**src/sv/cdq_pkg.sv**
```systemverilog
// Shared types and constants for the circular double-ended queue.
package cdq_pkg;

  // Default number of words the queue holds.
  localparam int CDQ_CAPACITY = 16;

  // Word and field widths.
  localparam int WORD_W   = 32;
  localparam int ACTION_W = 3;
  localparam int STATUS_W = 2;

  // Action codes carried by an input beat.
  typedef enum logic [ACTION_W-1:0] {
    ACT_PUSH_FRONT = 3'd0,
    ACT_PUSH_BACK  = 3'd1,
    ACT_POP_FRONT  = 3'd2,
    ACT_POP_BACK   = 3'd3,
    ACT_CLEAR      = 3'd4
  } action_t;

  // Status codes returned with each result beat.
  typedef enum logic [STATUS_W-1:0] {
    ST_DONE  = 2'd0,
    ST_FULL  = 2'd1,
    ST_EMPTY = 2'd2
  } status_t;

  // Sequencer states.
  typedef enum logic {
    S_IDLE   = 1'b0,
    S_REPORT = 1'b1
  } state_t;

  // Control broadcast from the sequencer to every cell of the row.
  typedef struct packed {
    logic              shift_right;
    logic              shift_left;
    logic              load_back;
    logic [WORD_W-1:0] value;
  } cell_ctrl_t;

endpackage

```
**src/sv/cdq_cell.sv**
```systemverilog
// One cell of the word row: holds one queue word and trades it with its neighbors.
module cdq_cell #(
  parameter int IDX   = 0,
  parameter int CNT_W = 5
) (
  input  logic                       clk,
  input  cdq_pkg::cell_ctrl_t        ctrl,
  input  logic [CNT_W-1:0]           count,
  input  logic [cdq_pkg::WORD_W-1:0] left_word,
  input  logic [cdq_pkg::WORD_W-1:0] right_word,
  input  logic [cdq_pkg::WORD_W-1:0] tap_in,
  output logic [cdq_pkg::WORD_W-1:0] word,
  output logic [cdq_pkg::WORD_W-1:0] tap_out
);
  import cdq_pkg::*;

  logic [WORD_W-1:0] word_next;
  logic              is_back;
  logic              is_free;

  // This cell is the back word when the count reaches just past it.
  assign is_back = (count == CNT_W'(IDX + 1));
  // This cell is the first free slot when the count equals its position.
  assign is_free = (count == CNT_W'(IDX));

  // Next word: shift toward the back, toward the front, or take a back push.
  always_comb begin
    priority if (ctrl.shift_right) begin
      word_next = left_word;
    end else if (ctrl.shift_left) begin
      word_next = right_word;
    end else if (ctrl.load_back && is_free) begin
      word_next = ctrl.value;
    end else begin
      word_next = word;
    end
  end

  always_ff @(posedge clk) begin
    word <= word_next;
  end

  // The back word travels down the tap chain toward cell zero.
  assign tap_out = tap_in | (is_back ? word : '0);

endmodule

```
**src/sv/circular_double_ended_queue.sv**
```systemverilog
// Circular double-ended queue built from a row of shifting word cells.
// Each input beat yields one result beat; a new beat is taken only after the
// result of the last one is loaded. The row updates at the accept edge and the
// result register loads afterwards, once the output register is free.
// Reset (rst, synchronous, active high) empties the queue and drops any result;
// the cell words themselves are not cleared.
module circular_double_ended_queue #(
  parameter int CAPACITY = cdq_pkg::CDQ_CAPACITY,
  parameter int CNT_W    = $clog2(CAPACITY + 1),
  parameter int OUT_RAW  = 3 * cdq_pkg::WORD_W + cdq_pkg::STATUS_W + CNT_W,
  parameter int OUT_W    = ((OUT_RAW + 7) / 8) * 8
) (
  input  logic             clk,
  input  logic             rst,
  // s_tdata fields from bit 0: action[2:0], value[34:3], zero fill.
  input  logic [39:0]      s_tdata,
  input  logic             s_tvalid,
  output logic             s_tready,
  // m_tdata fields from bit 0: popped, status, count, front_word, back_word, zero fill.
  output logic [OUT_W-1:0] m_tdata,
  output logic             m_tvalid,
  input  logic             m_tready
);
  import cdq_pkg::*;

  state_t            state;
  state_t            state_next;
  logic [CNT_W-1:0]  held;
  logic [CNT_W-1:0]  held_next;
  logic [WORD_W-1:0] pend_popped;
  logic [WORD_W-1:0] popped_next;
  status_t           pend_status;
  status_t           status_next;

  logic [WORD_W-1:0] out_popped;
  status_t           out_status;
  logic [CNT_W-1:0]  out_count;
  logic [WORD_W-1:0] out_front;
  logic [WORD_W-1:0] out_back;

  action_t           in_action;
  logic [WORD_W-1:0] in_value;
  logic              in_fire;
  logic              out_free;
  logic              load_result;
  logic              is_full;
  logic              is_empty;
  cell_ctrl_t        ctrl;

  logic [WORD_W-1:0] cell_word [CAPACITY];
  logic [WORD_W-1:0] tap_chain [CAPACITY+1];

  // Input beat unpacking.
  assign in_action = action_t'(s_tdata[2:0]);
  assign in_value  = s_tdata[34:3];
  assign in_fire   = s_tvalid && s_tready;
  assign out_free  = !m_tvalid || m_tready;
  assign is_full   = (held == CNT_W'(CAPACITY));
  assign is_empty  = (held == '0);

  // Next state.
  always_comb begin
    state_next = state;
    unique case (state)
      S_IDLE: begin
        if (in_fire) begin
          state_next = S_REPORT;
        end
      end
      S_REPORT: begin
        if (out_free) begin
          state_next = S_IDLE;
        end
      end
      default: state_next = S_IDLE;
    endcase
  end

  // Sequencer outputs.
  always_comb begin
    s_tready    = (state == S_IDLE);
    load_result = (state == S_REPORT) && out_free;
  end

  // Decode the action into cell control, the new count and the pending result.
  always_comb begin
    ctrl.shift_right = 1'b0;
    ctrl.shift_left  = 1'b0;
    ctrl.load_back   = 1'b0;
    ctrl.value       = in_value;
    held_next        = held;
    popped_next      = '0;
    status_next      = ST_DONE;
    if (in_fire) begin
      unique case (in_action)
        ACT_PUSH_FRONT: begin
          if (is_full) begin
            status_next = ST_FULL;
          end else begin
            ctrl.shift_right = 1'b1;
            held_next        = held + 1'b1;
          end
        end
        ACT_PUSH_BACK: begin
          if (is_full) begin
            status_next = ST_FULL;
          end else begin
            ctrl.load_back = 1'b1;
            held_next      = held + 1'b1;
          end
        end
        ACT_POP_FRONT: begin
          if (is_empty) begin
            status_next = ST_EMPTY;
          end else begin
            popped_next     = cell_word[0];
            ctrl.shift_left = 1'b1;
            held_next       = held - 1'b1;
          end
        end
        ACT_POP_BACK: begin
          if (is_empty) begin
            status_next = ST_EMPTY;
          end else begin
            popped_next = tap_chain[0];
            held_next   = held - 1'b1;
          end
        end
        ACT_CLEAR: begin
          held_next = '0;
        end
        default: begin
          held_next = held;
        end
      endcase
    end
  end

  // Row of word cells; the back word is collected along the tap chain.
  assign tap_chain[CAPACITY] = '0;

  for (genvar i = 0; i < CAPACITY; i++) begin : g_cell
    logic [WORD_W-1:0] left_word;
    logic [WORD_W-1:0] right_word;

    if (i == 0) begin : g_first
      assign left_word = in_value;
    end else begin : g_inner_left
      assign left_word = cell_word[i-1];
    end

    if (i == CAPACITY - 1) begin : g_last
      assign right_word = cell_word[i];
    end else begin : g_inner_right
      assign right_word = cell_word[i+1];
    end

    cdq_cell #(
      .IDX   (i),
      .CNT_W (CNT_W)
    ) u_cell (
      .clk        (clk),
      .ctrl       (ctrl),
      .count      (held),
      .left_word  (left_word),
      .right_word (right_word),
      .tap_in     (tap_chain[i+1]),
      .word       (cell_word[i]),
      .tap_out    (tap_chain[i])
    );
  end

  // Control registers.
  always_ff @(posedge clk) begin
    if (rst) begin
      state    <= S_IDLE;
      held     <= '0;
      m_tvalid <= 1'b0;
    end else begin
      state <= state_next;
      held  <= held_next;
      if (load_result) begin
        m_tvalid <= 1'b1;
      end else if (m_tready) begin
        m_tvalid <= 1'b0;
      end
    end
  end

  // Pending result parts captured when the beat is taken.
  always_ff @(posedge clk) begin
    if (in_fire) begin
      pend_popped <= popped_next;
      pend_status <= status_next;
    end
  end

  // Result register, loaded from the updated row.
  always_ff @(posedge clk) begin
    if (load_result) begin
      out_popped <= pend_popped;
      out_status <= pend_status;
      out_count  <= held;
      out_front  <= is_empty ? '0 : cell_word[0];
      out_back   <= tap_chain[0];
    end
  end

  // Result beat packing.
  always_comb begin
    m_tdata = '0;
    m_tdata[OUT_RAW-1:0] = {out_back, out_front, out_count, out_status, out_popped};
  end

  // The count never passes the capacity.
  assert property (@(posedge clk) disable iff (rst) held <= CNT_W'(CAPACITY))
    else $error("queue count exceeds capacity");

  // A taken beat always moves the sequencer to the report state.
  assert property (@(posedge clk) disable iff (rst) in_fire |=> state == S_REPORT)
    else $error("accepted beat did not start a report");

  // A loaded result carries the count after the step.
  assert property (@(posedge clk) disable iff (rst)
    load_result |=> (m_tvalid && out_count == $past(held)))
    else $error("result count does not match queue count");

  // An empty queue reports zero end words.
  assert property (@(posedge clk) disable iff (rst)
    (m_tvalid && out_count == '0) |-> (out_front == '0 && out_back == '0))
    else $error("empty queue reported nonzero end words");

  // A refused push only happens on a full queue.
  assert property (@(posedge clk) disable iff (rst)
    (m_tvalid && out_status == ST_FULL) |-> out_count == CNT_W'(CAPACITY))
    else $error("full status reported on a queue that is not full");

endmodule
```
**config.mk**
```make
export PLATFORM = sky130hd
export DESIGN_NAME = circular_double_ended_queue
export DESIGN_NICKNAME = d
export VERILOG_FILES = /design/src/sv/cdq_pkg.sv /design/src/sv/cdq_cell.sv /design/src/sv/circular_double_ended_queue.sv
export SDC_FILE = /design/constraint.sdc
export NUM_CORES = 1
export LEC_CHECK = 0
export ABC_AREA = 1
export BUFFER_PORTS_ARGS = -buffer_cell sky130_fd_sc_hd__clkbuf_2
export CELL_PAD_IN_SITES_DETAIL_PLACEMENT = 1
export CELL_PAD_IN_SITES_GLOBAL_PLACEMENT = 1
export CORE_ASPECT_RATIO = 0.9
export CORE_MARGIN = 2
export CORE_UTILIZATION = 35
export DETAILED_ROUTE_END_ITERATION = 6
export PLACE_DENSITY = 0.64
export SYNTH_ARGS = -nofsm -noshare
export SYNTH_HDL_FRONTEND = slang
export SYNTH_HIERARCHICAL = 1
export SYNTH_SLANG_ARGS = --single-unit
```
**constraint.sdc**
```tcl
create_clock -name clk -period 7.91 [get_ports clk]
set_clock_uncertainty 0.15 [all_clocks]
set_input_delay 1.582 -clock clk [delete_from_list [all_inputs] [get_ports clk]]
set_output_delay 1.582 -clock clk [all_outputs]
set_load 0.01 [all_outputs]
```
# After elaboration in Yosys (flattened, before gate mapping)
# Cells that the tools add are included.
# classes
addsub	2
eq_ne	23
n_mux	84
n_bitwise	16
n_reduce_logical	44
# op_table
op	count
32-bit two-way mux	66
32-bit OR	15
32-bit case mux with 2 select lines	1
3-bit nonzero test	16
5-bit by 4-bit equality test with 1-bit output (second input constant)	8
5-bit by 3-bit equality test with 1-bit output (second input constant)	4
1-bit logical AND	18
5-bit case mux with 3 select lines	1
5-bit by 2-bit equality test with 1-bit output (second input constant)	2
1-bit two-way mux	10
5-bit two-way mux	2
3-bit by 2-bit equality test with 1-bit output (second input constant)	2
5-bit by 1-bit adder with 5-bit output (second input constant)	1
5-bit by 1-bit equality test with 1-bit output (second input constant)	1
5-bit equality test (second input constant)	1
5-bit zero test	1
5-bit by 1-bit subtractor with 5-bit output (second input constant)	1
2-bit inequality test (second input constant)	2
2-bit case mux with 2 select lines	1
4-bit AND reduction	1
2-bit nonzero test	2
2-bit OR reduction	2
3-bit by 1-bit equality test with 1-bit output (second input constant)	1
3-bit equality test (second input constant)	1
9 further kinds	9
# totals
register_bits	656
wordCells	195

# Logic depth before layout (Yosys ltp)
# logic_depth
depth_word	19
depth_mapped	36
ltp_nobuf	35

# By module
# Netlist, hierarchy kept.
# by_module_without_submodules
module	instances	cells_each	area_per_inst_um2
circular_double_ended_queue	1	405	5431.5
cdq_cell at g_cell[4].u_cell ...	2	289	2307.2
cdq_cell at g_cell[0].u_cell ...	2	289	2253.4
cdq_cell at g_cell[5].u_cell ...	2	287	2160.8
cdq_cell at g_cell[10].u_cell ...	2	287	2108.3
cdq_cell at g_cell[12].u_cell	1	349	2418.6
cdq_cell at g_cell[14].u_cell	1	351	2386.0
cdq_cell at g_cell[13].u_cell	1	351	2383.5
cdq_cell at g_cell[7].u_cell	1	291	2309.7
cdq_cell at g_cell[3].u_cell	1	291	2298.5
cdq_cell at g_cell[15].u_cell	1	292	2268.4
cdq_cell at g_cell[11].u_cell	1	291	2252.2
cdq_cell at g_cell[2].u_cell	1	289	2247.2

# Worst setup path after synthesis
# OpenSTA, ideal clock, no wires.
# synth_path
path_type	in2reg
from	input m_tready
to	register out_back[0], enable pin
setup_ns	0.601
arrival_ns	6.600
slack_ns	0.560
stages	2
cell_sequence	inv_1 -> a21oi_1
# synth_via
elab_chain_len	2
# synth_lines
element	line	text
start, declared	circular_double_ended_queue.sv:22	input logic m_tready
1-bit logical OR	circular_double_ended_queue.sv:57	assign out_free = !m_tvalid || m_tready;
1-bit logical AND	circular_double_ended_queue.sv:82	load_result = (state == S_REPORT) && out_free;
net load_result	circular_double_ended_queue.sv:45	logic load_result;
end signal, assigned	circular_double_ended_queue.sv:205	out_back <= tap_chain[0];
end, declared	circular_double_ended_queue.sv:39	logic [WORD_W-1:0] out_back;
# The timed path passes the listed nets, and every way through them passes these cells.
# A chain may end at the register's enable or synchronous reset.

==> results.cfg <==
[sta]
worst_slew_pin_slew_ns = 1.29
fin_tns_setup_ns = 0
setup_violations = 0
fin_crit_sh_pct = 64.1
hold_viol = 0
rsz0062_at_grt = no
period_needed_ns = 5.07
whs_ns = 0.269
slew_violations = 0
fmax_ghz = 0.197
slew_headroom_pct = 13.8

[floorplanning]
die_x_microns = 368
die_h_microns = 331
ios = 150
rows = 120
core_area_sq_um = 118000
start_util_pct = 35.2
fp.dieArea_sq_um = 122000

[grt]
grt_antenna_before_repair = 1
grt_pass1_wl_microns = 212000
track_usage_pct = 21.3
grt_max_degree = 135
globalRoute.totalOverflow = 0
first_global_vias = 38200

[layout]
final-instance-count-excl-fill = 6808
area_growth_pct = 6.68
drive_gt1_share_pct = 9.88
n_antenna_cell = 0
nNetsFinal = 5211

[critical_path]
path_cells = clkbuf_2, nand2_1, inv_1, buf_4, nand3_1, nor2_4, buf_4, inv_2, nor2_1, a21oi_2
r2r_cells = 9
cp_num_cells = 10
required_ns = 8.16
cpPeakStageDelay_ns = 0.97
path_buf_inv = 5
r2r_start = held[3]$_SDFFE_PP0P_
reg2reg_slack_ns = 3.35
critPathLaunchType = input pin
crit_type = input pin to register
critical_path.max_fanout = 93
cp-end-kind = register
path_common_cell = buf_4
cp_slowest_cell = buf_4
path_delay_family = buffers and inverters
worstReg2RegEnd = g_cell[7].u_cell/word[19]$_DFFE_PP_
crit_arrival_ns = 5.32

[yosys]
ys_seq_area_share_pct = 47.1
synth_edf_count = 649
syn_avg_cell_area_sq_um = 7.99
ys_async_sr_fraction_pct = 0
ys_types = 38
ys_seq_elements = 656
synth_commonest_cells = nand2_1 (1,384), a21oi_1 (771), inv_1 (689)
synth_area_leaders = edfxtp_1 (47%), nand2_1 (12%), a21oi_1 (9.3%)
ys.flop_type = edfxtp_1
yosysMostFrequentCell = nand2_1
synthesis.area_sq_um = 41700
yosys.area.top_type = edfxtp_1
yosysWarnings = 6
synth_top_area_share_pct = 46.8
postSynthCellCount = 5214

[place]
io_buffer_count = 143
dpl.hpwl_microns = 90700
place_congestion = 0.764
dp_cells = 6667

[clock_tree]
cts_sinks = 656
clkTransAtPathRegs_ns = 0.06
cts-hold-fix-buffers = 0
post_cts_resized = 0
clock_latency_ns = 0.66
cts_max_level = 3
tritoncts = yes
cts.path.max_buffers = 3
postCtsSetupBuffers = 0
clockRootBuffer = clkbuf_16
numCtsBuffers = 81

[drt]
vias_per_cell = 5.25
drt_wl_total_microns = 132000
first_iter_violations = 2162
wl_per_cell_microns = 19.3
vias = 35700
drc = 0
ant_nets = 0
dr.pass1.iters = 6

[min_path]
hold_end = out_popped[20]$_DFFE_PP_
min_path_cells = 0
min_path_type = register to register
worstHoldStart = pend_popped[20]$_DFFE_PP_

[flow_run]
cap_viol_max_count = 0

[power]
p_per_area_nw_per_um2 = 198
power_leakage_nw = 19.2
irDropWorstVdd_mv = 0.138

[outcome]
status = finished clean
flip-flops by register name, indices dropped and copies added (netlist names):
signal and flops:
out_count 5, state 1, g_cell.u_cell/word 512, out_back 32, out_popped 32, out_front 32
out_status 2, pend_status 2, held 5, m_tvalid 1, pend_popped 32
through the flow:
| stage | power, W | utilization (%) | cell area [sq um] | worst slack [ns] |
|---|---|---|---|---|
| final | 0.00882 | 37.5 | 44400 | 2.84 |
| after global routing | 0.00919 | 37.5 | 44400 | 2.54 |
| after floorplan | 0.00495 | - | 41800 | 0.560 |
| after global placement | 0.00521 | 35.4 | 41900 | 2.22 |
| after detailed placement | 0.00524 | 35.4 | 41900 | 2.17 |
| after CTS | 0.00893 | 37.5 | 44400 | 2.85 |
power breakdown:
part	leakage, nW	internal (W)	switching [W]	total [W]
Clock	1.20	0.00208	0.00158	0.00365
Combinational	11.9	0.000300	0.000758	0.00106
Sequential	6.02	0.00402	0.0000896	0.00411
layout make-up:
class	instances	area [sq um]
Fill cell	14400	74000
Tap cell	1586	1980
Multi-Input combinational cell	3502	16300
Sequential cell	656	19600
Clock buffer	107	2150
Clock inverter	34	350
Inverter	725	2800
Timing Repair Buffer	198	1190
placed cells by master, fill, tap and decap left out, types with 16 or more instances in the layout:
cell	n
a21oi_1	770
a21oi_2	69
buf_4	50
clkbuf_1	25
clkbuf_16	82
clkbuf_2	143
conb_1	33
edfxtp_1	649
inv_1	689
nand2_1	1382
nand2_2	16
nand3_1	282
nand3_2	18
nand4_1	299
nor2_1	454
nor2_4	31
o21ai_1	17
or2_0	61
or2_2	26
per-layer routing:
layer / routed length (microns) / GRT usage, % / vias up / part of all wire, %
li1: - / - / 17000 / -
met1: 60300 / 28.2 / 18000 / 46
met2: 64900 / 37.3 / 548 / 49
met3: 4120 / 2.27 / 150 / 3.1
met4: 2170 / 4.29 / 2 / 1.6
met5: 13 / 0 / - / 0.0099
worst register-to-register path, cell delays in order (launching register included):
cell and delay, ns:
dfxtp_2 0.72, nor2_1 0.22, nand3_2 0.12, buf_4 0.55, nand3_1 0.26, nor2_4 0.73, buf_4 0.73, clkinv_4 0.54
nand2_1 0.20, a21oi_2 0.07
kinds of logic after synthesis:
| logic type | synth area share, % |
|---|---|
| xor gates and xnor gates | 0.0421 |
| DFF | 47.1 |
| AOI/OAI and AO/OA | 11.2 |
| buffers and inverters | 14.1 |
| and+or+nand+nor | 27.4 |
| adders and majority gates | 0.0901 |
| other | 0.00900 |
how the worst max path moves through the flow:
stage              from                                   end  slack (ns)
3_5_place_dp   s_tvalid  g_cell[10].u_cell/word[11]$_DFFE_PP_        2.17
3_3_place_gp   s_tvalid  g_cell[10].u_cell/word[11]$_DFFE_PP_        2.22
6_report       s_tvalid  g_cell[10].u_cell/word[11]$_DFFE_PP_        2.84
4_1_cts        s_tvalid  g_cell[10].u_cell/word[11]$_DFFE_PP_        2.85
5_1_grt        s_tvalid  g_cell[10].u_cell/word[11]$_DFFE_PP_        2.54
2_1_floorplan  m_tready                 out_back[0]$_DFFE_PP_        0.56
Note: power is estimated with default switching activity, not from simulation.
